===== src/hdl/eds_pkg.sv =====
// Shared types, constants and the cell function of the edit-distance block.
package eds_pkg;

  localparam int MAX_LEN = 64;
  localparam int CHAR_W  = 8;
  localparam int DIST_W  = 7;
  localparam int CNT_W   = $clog2(MAX_LEN + 1);
  localparam int IDX_W   = $clog2(MAX_LEN);
  localparam int BANK_W  = 2;
  localparam int ROW_AW  = BANK_W + CNT_W;

  localparam logic [1:0] ACT_SRC = 2'd0;
  localparam logic [1:0] ACT_TGT = 2'd1;
  localparam logic [1:0] ACT_RUN = 2'd2;

  typedef struct packed {
    logic [1:0]        action;
    logic [CHAR_W-1:0] char_in;
  } item_t;

  typedef struct packed {
    logic [DIST_W-1:0] distance;
    logic              overflow;
  } result_t;

  typedef struct packed {
    logic              we;
    logic [ROW_AW-1:0] waddr;
    logic [CNT_W-1:0]  wdata;
    logic [ROW_AW-1:0] raddr_one;
    logic [ROW_AW-1:0] raddr_two;
  } row_req_t;

  // one DP cell: insert, delete, substitute, and adjacent swap when allowed
  function automatic logic [CNT_W-1:0] eds_cell(
    input logic [CNT_W-1:0]  up,
    input logic [CNT_W-1:0]  left,
    input logic [CNT_W-1:0]  diag,
    input logic [CNT_W-1:0]  two_back,
    input logic [CHAR_W-1:0] si,
    input logic [CHAR_W-1:0] tj,
    input logic [CHAR_W-1:0] si_prev,
    input logic [CHAR_W-1:0] tj_prev,
    input logic              swap_ok
  );
    logic [CNT_W+1:0] a;
    logic [CNT_W+1:0] b;
    logic [CNT_W+1:0] c;
    logic [CNT_W+1:0] s;
    logic [CNT_W+1:0] m;
    a = (CNT_W+2)'(up) + (CNT_W+2)'(1);
    b = (CNT_W+2)'(left) + (CNT_W+2)'(1);
    c = (CNT_W+2)'(diag) + (CNT_W+2)'(si != tj);
    s = (CNT_W+2)'(two_back) + (CNT_W+2)'(1) + (CNT_W+2)'(si_prev != tj)
      + (CNT_W+2)'(si != tj_prev);
    m = (a < b) ? a : b;
    m = (c < m) ? c : m;
    if (swap_ok && (s < m)) begin
      m = s;
    end
    return m[CNT_W-1:0];
  endfunction

endpackage


===== src/hdl/eds_row_store.sv =====
// Three-bank ring of DP rows: one write port, two registered read ports.
module eds_row_store
  import eds_pkg::*;
(
  input  logic             clk,
  input  row_req_t         req,
  output logic [CNT_W-1:0] rd_one,
  output logic [CNT_W-1:0] rd_two
);

  logic [CNT_W-1:0] rows [0:(1 << ROW_AW) - 1];

  always_ff @(posedge clk) begin
    if (req.we) begin
      rows[req.waddr] <= req.wdata;
    end
    rd_one <= rows[req.raddr_one];
    rd_two <= rows[req.raddr_two];
  end

endmodule

===== config.mk =====
export PLATFORM = sky130hd
export DESIGN_NAME = eds_row_store
export DESIGN_NICKNAME = d
export VERILOG_FILES = /design/src/hdl/eds_pkg.sv /design/src/hdl/eds_row_store.sv
export SDC_FILE = /design/constraint.sdc
export NUM_CORES = 2
export LEC_CHECK = 0
export BUFFER_PORTS_ARGS = -buffer_cell sky130_fd_sc_hd__buf_2
export CAP_MARGIN = 0
export CORE_MARGIN = 3
export CORE_UTILIZATION = 40
export CTS_CLUSTER_DIAMETER = 80
export CTS_CLUSTER_SIZE = 16
export DETAILED_ROUTE_END_ITERATION = 16
export PLACE_DENSITY_LB_ADDON = 0.1
export RECOVER_POWER = 25
export SLEW_MARGIN = 20
export SYNTH_ARGS = -nofsm -noshare
export SYNTH_HDL_FRONTEND = slang
export SYNTH_SLANG_ARGS = --single-unit

===== constraint.sdc =====
create_clock -name clk -period 2.7 [get_ports clk]
set_clock_uncertainty 0.05 [all_clocks]
set_input_delay 0.135 -clock clk [delete_from_list [all_inputs] [get_ports clk]]
set_output_delay 0.135 -clock clk [all_outputs]
set_load 0.03 [all_outputs]

==> metrics.txt <==
run status finished with violations; failing checks capacitance limit, slew limit, setup timing; Synthesized Nets 9959; Multi-input gate area 59000 um^2; clock root buffer clkbuf_16; WS Path Type reg -> reg; Tightest Pin Transition 3.02 ns; EDFF count, synth 3584; H-tree depth 5; clk_lat worst skew 1.01 ns; PortBufs 49; FP Rows 239; Leak 68.1 nW; post-synthesis cell count 9923; residual DRC count 0; Mean Syn Cell Area 17.3 um^2; CTS tree built; Avg WL per Cell 37.4 um; setup TNS -52.08 ns; Max Fclk 0.324 GHz; synthesized area 172000 um^2; Yosys reg bits 3598; Worst Path Required 3.49 ns; Max Cap Viol 6; Synth top area share 62.7%; GPL Wtd Cong 0.967; Final Hold Vio Count 0; Max stage delay on crit path 0.61 ns; Crit path max-delay family simple AND/OR/NAND/NOR gates; nets@finish 11700; area leader, netlist edfxtp_1; P per Cell Area 562 nW/um^2; fillcell total 36000; Crit-path slowest cell nand4_1; CP endpoint kind flip-flop; sequential fraction of the synthesis area 62.9%; Clock Sinks 3598; pins over their slew limit 273; HPWL after DPL 469000 um; layout cells sized above 1 33.8%; core box area 426000 um^2; total CTS buffers 271; initial antenna violation count 53; # setup viols final 629; CP Launch Type flip-flop; Initial DRC Count 15000; area grow syn2layout 18.1%; period utilization 114%; routed vias/inst 6.41; worst setup margin -0.384 ns; GRT Overall Usage 29.3%; first-pass GRT wire length 898000 um; WL final 651000 um; Clock transition at path regs 0.07 ns; CP Cell Sequence mux4_2, a211o_1, a21oi_2, a221oi_2, nand4_1, buf_12, nand4_1, buf_12, and4bb_1; slew margin rel. -101%; RSZ-0062 raised after global routing yes; Post-DRT Antenna Nets 0; largest net degree at the start of global routing 128; Ys Warns 0; Worst Path Buf+Inv 2; Distinct cells, synth 83; fraction of registers with async set/reset 0%; Core Util, Final 47.7%; # IOs 50; die area 437000 um^2; HP Class in -> reg; Initial Utilization 40.3%; Fin Hold WS 0.0510 ns; Most used DFF post-synth edfxtp_1; die width 661 um; maximum root-to-sink buffer count 4; Die Ht 661 um; crit path DAT 3.88 ns; Vias 112000; CP Max Fanout 2; FF/Latch Area 108000 um^2; Total Power 114 mW; synth top area cells edfxtp_1, mux4_2, mux2i_1; Final min period 3.08 ns; drt pass-1 iters 9; vias in the first global route 112000; VDD IR max 0.480 mV; total gr overflow 0
layout by cell type (no fill, tap or decap), types with 194 or more instances in the layout:
cell,synthesis,layout
a21oi_1,235,229
buf_12,20,311
buf_4,84,1876
clkbuf_16,0,276
edfxtp_1,3584,3584
mux2i_1,1186,1186
mux4_2,1218,1221
nand2_1,233,218
nor2_1,610,607
nor3_1,199,194
o21ai_0,208,204
o221ai_1,414,404
o22ai_1,330,323
repair_timing:
| action | in CTS | in global routing |
|---|---|---|
| gates resized for setup | 58 | 51 |
| cloned | 0 | 0 |
| pin swaps | 14 | 24 |
| hold buffers | 12 | 0 |
| endpoints found under the setup margin | 11 | 13 |
| hold endpoints to repair | 2259 | 0 |
| buffers inserted | 1 | 3 |
cell type report:
type                    instances  share of cell area, %
multi-input cells            5485                   29.1
repair buffers               2293                   10.4
clock inverters                49                  0.301
clock buffers                 311                   3.49
well taps                    5663                   3.49
flip-flops and latches       3598                   53.2
diodes                         12                 0.0148
inverters                       6                 0.0234
worst register-to-register path: cells and delay by family, from the launching register on:
kind,cells,cell delay [ns]
flip-flops,1,0.40
AND/OR/NAND/NOR,3,0.99
buffers and inverters,2,0.40
AO/OA/AOI/OAI,3,0.62
multiplexers,1,0.52
synthesized netlist by cell type, types with 24 or more instances:
| cell type | count |
|---|---|
| edfxtp_1 | 3584 |
| clkbuf_1 | 333 |
| nor2_1 | 610 |
| a21oi_1 | 235 |
| mux2i_1 | 1186 |
| o22ai_1 | 330 |
| nand4_1 | 69 |
| nand2_1 | 233 |
| nor3_1 | 199 |
| a31oi_1 | 24 |
| buf_1 | 80 |
| nor4_1 | 106 |
| o31ai_1 | 42 |
| a211o_1 | 28 |
| buf_6 | 116 |
| a2111oi_0 | 27 |
| nand3_1 | 66 |
| o221ai_1 | 414 |
| buf_2 | 147 |
| nand2b_1 | 27 |
| o21ai_0 | 208 |
| a22oi_1 | 89 |
| a211oi_1 | 55 |
| buf_4 | 84 |
| mux4_1 | 32 |
| buf_8 | 53 |
| mux4_2 | 1218 |
metal layers:
metal	vias to the layer above	GRT usage, %	part of all wire, %
met5	-	0	0.025
met4	22	11.0	4.4
met3	1024	5.57	9.0
met2	5651	45.4	46
met1	59600	41.1	41
li1	45400	-	-
kinds of logic after synthesis:
kind of cell	Yosys count	share of synthesized area [%]
DFF	3598	62.9
buffers and inverters	840	3.17
and+or+nand+nor	1456	4.00
muxes	2459	23.5
AOI/OAI and AO/OA	1570	6.43
worst paths after layout:
| path | startpoint | cells past startpoint | slack, ns | to |
|---|---|---|---|---|
| min reg2reg | rows[188][0]$_DFFE_PP_ | 7 | 1.13 | rd_two[0]$_DFF_P_ |
| min | req[28] | 5 | 0.05 | rows[352][5]$_DFFE_PP_ |
| max | rows[339][3]$_DFFE_PP_ | 9 | -0.38 | rd_two[3]$_DFF_P_ |
| max reg2reg | rows[339][3]$_DFFE_PP_ | 9 | -0.38 | rd_two[3]$_DFF_P_ |
metrics by stage:
stage / std cells / cell area (um^2) / worst slack, ns
after floorplan: 9923 / 172000 / 0.393
after global placement: 17000 / 195000 / -1.27
after detailed placement: 17000 / 195000 / -1.29
after CTS: 17400 / 203000 / -0.303
after global routing: 17400 / 203000 / -0.349
final: 17400 / 203000 / -0.384
flip-flops by register name (all words and copies together), names as in the netlist:
name    cells
rows     3584
rd_one      7
rd_two      7
where the power goes:
group / switching, mW / total, mW / internal, mW
sequential: 0.151 / 61.6 / 61.5
clock: 20.3 / 39.5 / 19.2
combinational: 7.66 / 12.8 / 5.14
total: 28.2 / 114 / 85.7
No activity file was read; power rests on OpenSTA's default activity.
